<file path="src/hw/rtl/ohtab_pkg.sv">
// ----------------------------------------------------------------------------
// ohtab_pkg
// Shared types and constants of the open-addressing hash table.
// ----------------------------------------------------------------------------
package ohtab_pkg;

	localparam int SLOTS_DEF      = 1024;
	localparam int KEY_BITS_DEF   = 32;
	localparam int VALUE_BITS_DEF = 32;

	localparam int KIND_W  = 3;
	localparam int HASH_W  = 32;
	localparam int WORD_W  = 32;
	localparam int LIVE_W  = 11;

	localparam logic [KIND_W-1:0] KIND_GET    = 3'd0;
	localparam logic [KIND_W-1:0] KIND_INSERT = 3'd1;
	localparam logic [KIND_W-1:0] KIND_SET    = 3'd2;
	localparam logic [KIND_W-1:0] KIND_POP    = 3'd3;
	localparam logic [KIND_W-1:0] KIND_CLEAR  = 3'd4;

	localparam logic [1:0] MARK_EMPTY = 2'd0;
	localparam logic [1:0] MARK_LIVE  = 2'd1;
	localparam logic [1:0] MARK_TOMB  = 2'd2;

	typedef enum logic [2:0] {
		OP_GET,
		OP_INSERT,
		OP_SET,
		OP_POP,
		OP_CLEAR,
		OP_NONE
	} op_t;

	typedef struct packed {
		op_t               op;
		logic [HASH_W-1:0] hash;
		logic [WORD_W-1:0] key;
		logic [WORD_W-1:0] value;
	} req_t;

endpackage

</file>
<file path="src/hw/rtl/ohtab_front.sv">
// ----------------------------------------------------------------------------
// ohtab_front
// Accept requests, decode the kind and hold them in a two-entry queue.
// ----------------------------------------------------------------------------
module ohtab_front (
	input  logic                            clk,
	input  logic                            arst_n,
	input  logic                            push,
	output logic                            full,
	input  logic [ohtab_pkg::KIND_W-1:0]    kind,
	input  logic [ohtab_pkg::HASH_W-1:0]    key_hash,
	input  logic [ohtab_pkg::WORD_W-1:0]    key,
	input  logic [ohtab_pkg::WORD_W-1:0]    new_value,
	output logic                            req_valid,
	output ohtab_pkg::req_t                 req,
	input  logic                            req_take
);

	ohtab_pkg::req_t  entry_q [2];
	ohtab_pkg::req_t  in_req;
	logic             wr_ptr_q;
	logic             rd_ptr_q;
	logic [1:0]       count_q;
	logic             do_push;
	logic             do_take;

	always_comb begin
		unique case (kind)
			ohtab_pkg::KIND_GET:    in_req.op = ohtab_pkg::OP_GET;
			ohtab_pkg::KIND_INSERT: in_req.op = ohtab_pkg::OP_INSERT;
			ohtab_pkg::KIND_SET:    in_req.op = ohtab_pkg::OP_SET;
			ohtab_pkg::KIND_POP:    in_req.op = ohtab_pkg::OP_POP;
			ohtab_pkg::KIND_CLEAR:  in_req.op = ohtab_pkg::OP_CLEAR;
			default:                in_req.op = ohtab_pkg::OP_NONE;
		endcase
		in_req.hash  = key_hash;
		in_req.key   = key;
		in_req.value = new_value;
	end

	assign full      = (count_q == 2'd2);
	assign req_valid = (count_q != 2'd0);
	assign req       = entry_q[rd_ptr_q];
	assign do_push   = push && !full;
	assign do_take   = req_take && req_valid;

	always_ff @(posedge clk) begin
		if (do_push) begin
			entry_q[wr_ptr_q] <= in_req;
		end
	end

	always_ff @(posedge clk or negedge arst_n) begin
		if (!arst_n) begin
			wr_ptr_q <= 1'b0;
			rd_ptr_q <= 1'b0;
			count_q  <= 2'd0;
		end else begin
			if (do_push) begin
				wr_ptr_q <= !wr_ptr_q;
			end
			if (do_take) begin
				rd_ptr_q <= !rd_ptr_q;
			end
			if (do_push && !do_take) begin
				count_q <= count_q + 2'd1;
			end else if (do_take && !do_push) begin
				count_q <= count_q - 2'd1;
			end
		end
	end

endmodule

</file>
<file path="config.mk">
export PLATFORM = sky130hd
export DESIGN_NAME = ohtab_front
export DESIGN_NICKNAME = d
export VERILOG_FILES = /design/src/hw/rtl/ohtab_pkg.sv /design/src/hw/rtl/ohtab_front.sv
export SDC_FILE = /design/constraint.sdc
export NUM_CORES = 1
export LEC_CHECK = 0
export ABC_AREA = 1
export BUFFER_PORTS_ARGS = -buffer_cell sky130_fd_sc_hd__buf_2
export CORE_AREA = 4 4 139 141
export CTS_CLUSTER_DIAMETER = 80
export DETAILED_ROUTE_END_ITERATION = 7
export DIE_AREA = 0 0 143 145
export GPL_ROUTABILITY_DRIVEN = 0
export MAX_ROUTING_LAYER = met4
export PLACE_DENSITY = 0.65
export SETUP_SLACK_MARGIN = 0.05
export SLEW_MARGIN = 20
export SYNTH_ARGS = -nofsm -noshare
export SYNTH_HDL_FRONTEND = slang
export SYNTH_SLANG_ARGS = --single-unit
</file>
<file path="constraint.sdc">
create_clock -name clk -period 6.15 [get_ports clk]
set_input_delay 1.23 -clock clk [delete_from_list [all_inputs] [get_ports clk]]
set_output_delay 1.23 -clock clk [all_outputs]
set_load 0.01 [all_outputs]
</file>
* After elaboration in Yosys (flattened, before gate mapping)
Memories as Yosys holds them, arrays and structs flattened.
Index checks and enable logic that the tools add are counted.
** Word-level totals
- Flip-flop bits (word level) :: 4
- Input bits :: 103
- Logic and storage cells :: 28
- Memories :: 1
- RAM bits :: 198
** Memory list
- entry_q :: depth 2, bits a word 99, read ports 1, clocked after memory_dff 0, write ports 1, line ohtab_front.sv:19 : ohtab_pkg::req_t entry_q [2];
** Operators by class
- Muxes and demuxes :: 5
- Reduce and logical (&&, ||, !) cells :: 12
- $add $sub $neg :: 2
- Equal/unequal tests :: 5
** Operators by type and width (count)
- $pmux 3 s5 :: 1
- $eq 3x2->1 const B :: 2
- $logic_not 1->1 :: 5
- $logic_and 1x1->1 :: 4
- $mux 2 :: 2
- $reduce_bool 2->1 :: 2
- $eq 3x1->1 const B :: 1
- $eq 3x3->1 const B :: 1
- $logic_not 3->1 :: 1
- $add 2x1->2 const B :: 1
- $eq 2x2->1 const B :: 1
- $mux 1 :: 2
- $sub 2x1->2 const B :: 1

* Depth between registers and ports, before layout
Gate-level depths: netlist of run 1.
- Word-level depth :: 7
- Depth in mapped cells :: 9

* Worst setup path after synthesis of run 1
No wires, ideal clock.
- Path kind :: input port to flip-flop
- Start :: input port push
- End :: memory entry_q[1][0] (netlist name), enable pin
- Slack :: 0.137 ns
- Stages :: 2
- Path buffers :: 0
- Required time :: 5.592 ns
- Arrival time :: 5.455 ns
- Cell sequence :: o21ai_0 -> nor2_1
** Between the ends
- Longest elaborated chain between the ends :: 3
** RTL lines
- start: declaration :: line ohtab_front.sv:8 : input logic push,
- $logic_and 1x1->1 :: line ohtab_front.sv:44 : assign do_push = push && !full;
- $mux 1 :: line ohtab_front.sv:48 : if (do_push) begin
- $mux 1 (implied by the code) :: line ohtab_front.sv:49 : entry_q[wr_ptr_q] <= in_req;
- end: declaration :: line ohtab_front.sv:19
Every way passes these cells.

==> results.json, run 1 <==
{
  "outcome": "complete, no violations",
  "peakVddDrop_mv": 0.275,
  "syn-mean-instance-area_um2": 13.5,
  "yosysMostFrequentCell": "nand2_1",
  "crit_family": "buffers and inverters",
  "ys_top_cells_by_area": "edfxtp_1, nand2_1, buf_6",
  "hp-class": "reg2reg",
  "hold_end": "count_q[1]$_DFFE_PN0P_",
  "yosysTopAreaCell": "edfxtp_1",
  "critical_path_depth": 5,
  "powerDensity_nw_per_um2": 487,
  "pre_cts_ws_ns": 2.88,
  "drc_errors": 0,
  "cp_cell_sequence": "clkinv_2, buf_4, nand2_1, nand2_1, buf_2",
  "grt_max_degree": 101,
  "final_nets": 866,
  "drt-pass1-iter-count": 4,
  "start_kind": "register",
  "clock_latency_ns": 0.49,
  "synthSimpleGateAreaFrac_pct": 15.9,
  "maxCapViolCount": 0,
  "wire_per_inst_um": 14.5,
  "synth_top_family_by_area": "simple AND/OR/NAND/NOR gates",
  "antenna_found_initial": 1,
  "worstSetupPathType": "reg2out",
  "clkTransAtPathRegs_ns": 0.06,
  "htreeDepth": 1,
  "cts_tree": "built",
  "cp_max_fo": 51,
  "yosysSeqAreaShare_pct": 80.9,
  "syn-num-nets": 656,
  "cts_resized": 0,
  "placement.io_buffers": 203,
  "grt.overflow.total": 0,
  "cts_made_buffers": 21,
  "slew_headroom_pct": 44.8,
  "cp-end-kind": "output port",
  "total_leakage_power_nw": 4.05,
  "synth_fa_ha_area_share_pct": 0.167,
  "cts_buffer_depth": 3,
  "synth_xor_area_share_pct": 0.117,
  "cp_common_cell": "nand2_1",
  "dr.first_iter.drc_count": 216,
  "vias_per_cell": 4.47,
  "netlist_area_um2": 7470,
  "dp_hpwl_um": 9000,
  "drv_slew": 0,
  "area_delta_synth_final_pct": 25.2,
  "start_util_pct": 41.6,
  "grt_first_pass_wirelength_um": 23000,
  "postRouteAntennaNets": 0,
  "critPathArrivalTime_ns": 2.44,
  "grtUsageTotal_pct": 14.2,
  "tns_ns": 0,
  "cts_hold_buf": 0,
  "period_share_pct": 59.7,
  "skew_ns": 0.0215,
  "synth_edf_count": 198,
  "path_buf_inv": 3,
  "hold_viol": 0,
  "die_area_um2": 20700,
  "drive_above_1_share_pct": 31.1,
  "synth_common_cells": "nand2_1, edfxtp_1, buf_2, buf_6, inv_1",
  "tightest_slew_ns": 0.829,
  "cts-root-buf": "clkbuf_16",
  "num_rows": 49,
  "synth_top_area_share_pct": 79.5,
  "slowest_stage": "buf_4",
  "finalSetupViolCount": 0,
  "synth_cells": 552,
  "synthArstFlopShare_pct": 1.98,
  "fmax_mhz": 272,
  "grt_pass1_vias": 4581,
  "die_w_um": 143,
  "synthMuxAreaShare_pct": 0,
  "reg2reg_slack_ns": 3.76,
  "synth_compound_area_share_pct": 0.167,
  "ys.flop_type": "edfxtp_1",
  "critical_path_required_ns": 4.92,
  "timing.rr.end": "entry_q[0][40]$_DFFE_PP_",
  "worstHoldStart": "count_q[1]$_DFFE_PN0P_",
  "whs_path_depth": 2,
  "synth-seq-cells": 202,
  "timing.rr.start": "count_q[1]$_DFFE_PN0P_",
  "reg2regPathDepth": 6,
  "drt-total-wl_um": 14600,
  "die_h_um": 145,
  "pin_count": 204,
  "vias": 4498,
  "postCtsSetupBuffers": 0,
  "rsz0062_at_grt": "no",
  "yosysWarnings": 0,
  "cts.sinks": 202,
  "core_area_um2": 18000,
  "setup_ws_ns": 2.48,
  "fin_crit_ns": 3.67,
  "slowest_delay_ns": 0.58,
  "synth_cell_types": 16
}
final cells by class:
class / instances / area [um^2]
Inverter: 9 / 37.5
Sequential cell: 202 / 6050
Timing Repair Buffer: 209 / 1080
Fill cell: 1531 / 8600
Clock inverter: 8 / 95.1
Antenna cell: 1 / 2.50
Multi-Input combinational cell: 319 / 1230
Tap cell: 229 / 287
Clock buffer: 30 / 579
where the power goes:
group	internal, W	switching [W]	total, W
Sequential	0.00188	0.0000653	0.00195
Combinational	0.000449	0.000944	0.00139
Clock	0.000741	0.000482	0.00122
per-layer routing:
| metal | track usage [%] | routed length (um) | up-vias |
|---|---|---|---|
| li1 | - | - | 2278 |
| met1 | 17.2 | 6230 | 2039 |
| met2 | 23.7 | 6910 | 157 |
| met3 | 3.59 | 1150 | 24 |
| met4 | 4.04 | 316 | 0 |
| met5 | - | 0 | - |
placed cells by master, fill, tap and decap left out, types with 2 or more instances in the layout:
cell       instances
clkbuf_8           2
clkinv_1           2
nor2_1             3
inv_1              7
bufinv_16          2
buf_4              5
edfxtp_1         198
clkbuf_16         21
nand2_1          308
clkinv_2           3
nand3_1            2
buf_2            203
clkbuf_1           7
dfrtp_1            3
through the flow:
| step | cell area [um^2] | hold slack [ns] | total power [W] | std cells | utilization, % |
|---|---|---|---|---|---|
| after floorplan | 7470 | 0.442 | 0.00288 | 552 | - |
| after global placement | 8660 | 0.459 | 0.00337 | 967 | 48.2 |
| after detailed placement | 8660 | 0.470 | 0.00339 | 967 | 48.2 |
| after CTS | 9330 | 0.483 | 0.00462 | 1005 | 51.9 |
| after global routing | 9360 | 0.511 | 0.00487 | 1007 | 52.1 |
| final | 9360 | 0.480 | 0.00456 | 1007 | 52.1 |
worst max-delay path by stage:
stage | start | to | slack (ns)
2_1_floorplan | push | entry_q[1][0]$_DFFE_PP_ | 0.14
3_3_place_gp | push | entry_q[0][28]$_DFFE_PP_ | 2.93
3_5_place_dp | push | entry_q[0][32]$_DFFE_PP_ | 2.88
4_1_cts | rd_ptr_q$_DFFE_PN0P_ | req[20] | 2.43
5_1_grt | rd_ptr_q$_DFFE_PN0P_ | req[19] | 2.27
6_report | rd_ptr_q$_DFFE_PN0P_ | req[22] | 2.48
state kept, by name, indices dropped and copies added, names as in the netlist:
signal,count
rd_ptr_q,1
entry_q,198
wr_ptr_q,1
count_q,2
cells by family (layout without fill, tap and decap cells):
kind of cell,after synthesis,count (layout)
simple gates,315,315
flops,202,202
xor+xnor,1,1
fa+ha+maj,1,1
compound gates,2,2
other cells,0,1
buf+inv,31,256
worst register-to-register path, stage by stage, from the launching register on:
cell and delay [ns]:
dfrtp_1 0.38, inv_1 0.12, nor2_1 0.07, nor2_1 0.16
nand2_1 0.14, inv_4 0.58, buf_4 0.58
(Power assumes the default switching activity.)
==> run 2: changes to the inputs <==
- PLACE_DENSITY: 0.65 -> 0.68
- clock period: 6.15 -> 3 ns (I/O delays scaled with it)
==> run 2 against run 1 <==
Against the previous run: die area stayed put; largest cell class unchanged; largest power group unchanged; first-iteration DRC count is 20% lower; power is 100% higher; sequential power is 110% higher; critical path depth stayed put; worst hold slack worse by 0.17 ns; final area is 0.11% lower.
==> results.json, run 2 (synthesis gave the netlist of run 1 again) <==
{
  "drc_errors": 0,
  "dr.first_iter.drc_count": 172,
  "cts_tree": "built",
  "grtUsageMet1_pct": 17.3,
  "cts_made_buffers": 21,
  "period_share_pct": 86.6,
  "drive_above_1_share_pct": 31.3,
  "clock_latency_ns": 0.48,
  "critPathArrivalTime_ns": 2.00,
  "max_flop_register": "entry_q",
  "placement.io_buffers": 203,
  "htreeDepth": 1,
  "finalSetupViolCount": 0,
  "reg2regPathDepth": 4,
  "slowest_delay_ns": 0.59,
  "area_delta_synth_final_pct": 25.1,
  "largest_reg_flops": 198,
  "antenna_found_initial": 2,
  "vias": 4558,
  "start_util_pct": 41.6,
  "wire_per_inst_um": 14.8,
  "slew_headroom_pct": 50.7,
  "grtUsageTotal_pct": 14.2,
  "whs_path_depth": 1,
  "die_h_um": 145,
  "hold_viol": 0,
  "fmax_mhz": 385,
  "grtUsageMet3_pct": 4.01,
  "use_met2_pct": 23.3,
  "vias_per_cell": 4.51,
  "grt_max_degree": 72,
  "critical_path_required_ns": 2.40,
  "final_common_cell": "nand2_1",
  "cp-end-kind": "output port",
  "postRouteAntennaNets": 0,
  "num_rows": 49,
  "tns_ns": 0,
  "drt-total-wl_um": 14900,
  "die_area_um2": 20700,
  "grt_first_pass_wirelength_um": 22900,
  "cp_cell_sequence": "inv_4, buf_4, nand2_1, nand2_1, buf_2",
  "start_kind": "register",
  "grt_busiest_layer": "met2",
  "outcome": "complete, no violations",
  "cts.sinks": 202,
  "dp_hpwl_um": 9580,
  "drv_slew": 0,
  "rsz0062_at_grt": "no",
  "pin_count": 204,
  "slowest_stage": "dfrtp_4",
  "placed_area_um2": 8710,
  "hp-class": "in2reg",
  "holdWs_ns": 0.306,
  "core_area_um2": 18000,
  "cts_buffer_depth": 3,
  "powerDensity_nw_per_um2": 986,
  "cp_common_cell": "nand2_1",
  "largestRegisters": "entry_q: 198 flops, count_q: 2 flops",
  "grt.overflow.total": 0,
  "worstSetupPathType": "reg2out",
  "design_area_um2": 9350,
  "grt_pass1_vias": 4388,
  "drt-pass1-iter-count": 4,
  "tightest_slew_ns": 0.739,
  "fin_crit_ns": 2.60,
  "die_w_um": 143,
  "most-common-layout-cells": "nand2_1, buf_2, edfxtp_1, clkbuf_16",
  "maxCapViolCount": 0,
  "cts-root-buf": "clkbuf_16",
  "peakVddDrop_mv": 0.574,
  "cp_max_fo": 31,
  "total_leakage_power_nw": 4.04,
  "skew_ns": 0.00577,
  "clkTransAtPathRegs_ns": 0.06,
  "final_nets": 870
}
## run 2: cell types whose count changed in the layout (fill, tap and decap cells not counted), moves of 2 or more
cell	before	now
clkinv_1	2	5
clkbuf_8	2	0
clkbuf_1	7	3
buf_12	0	2
buf_4	5	7
clkinvlp_4	0	2
## run 2: what timing repair did
action                                 CTS  global route
endpoints found under the hold margin    4             0
gates resized for setup                  0             1
hold buffers                             1             0
setup buffers                            0             0
setup endpoints to repair                0             4
## run 2: metrics by stage
| stage | setup slack [ns] | power, W | util (%) | instances |
|---|---|---|---|---|
| 3_5_place_dp | 0.684 | 0.00702 | 48.5 | 971 |
| 2_1_floorplan | 0.326 | 0.00586 | - | 552 |
| 4_1_cts | 0.157 | 0.00940 | 52.0 | 1008 |
| 5_1_grt | 0.214 | 0.00982 | 52.1 | 1010 |
| 3_3_place_gp | 0.696 | 0.00699 | 48.5 | 971 |
| 6_report | 0.402 | 0.00922 | 52.1 | 1010 |
## run 2: path summary, 6_finish.rpt
check / from / endpoint / slack [ns]
setup reg to reg: count_q[1]$_DFFE_PN0P_ / entry_q[1][72]$_DFFE_PP_ / 1.22
hold reg to reg: count_q[1]$_DFFE_PN0P_ / count_q[1]$_DFFE_PN0P_ / 0.48
setup / recovery: rd_ptr_q$_DFFE_PN0P_ / req[43] / 0.40
min in group asynchronous: arst_n / count_q[1]$_DFFE_PN0P_ / 0.47
max in group asynchronous: arst_n / rd_ptr_q$_DFFE_PN0P_ / 2.38
hold / removal: key_hash[23] / entry_q[0][87]$_DFFE_PP_ / 0.31
## run 2: area by class of cell
| type | instances | area, um^2 |
|---|---|---|
| fillers | 1495 | 8610 |
| flip-flops and latches | 202 | 6050 |
| diodes | 2 | 5.00 |
| inverters | 9 | 40.0 |
| clock buffers | 24 | 537 |
| clock inverters | 12 | 85.1 |
| repair buffers | 213 | 1120 |
| well taps | 229 | 287 |
| multi-input cells | 319 | 1230 |
## run 2: layer usage
layer | vias up | wire [um]
met4 | 0 | 284
met1 | 2088 | 6050
met3 | 25 | 1370
met2 | 160 | 7220
met5 | - | 0
li1 | 2285 | -
## run 2: report_power, final
group / switching, W / internal (W)
sequential: 0.000172 / 0.00385
combinational: 0.00192 / 0.000943
clock: 0.000974 / 0.00137
total: 0.00306 / 0.00616
## run 2: worst max-delay path, delay by kind of cell, from the launching register on
kind	cells	cell delay (ns)
buf+inv	3	0.76
flops	1	0.59
simple gates	2	0.16
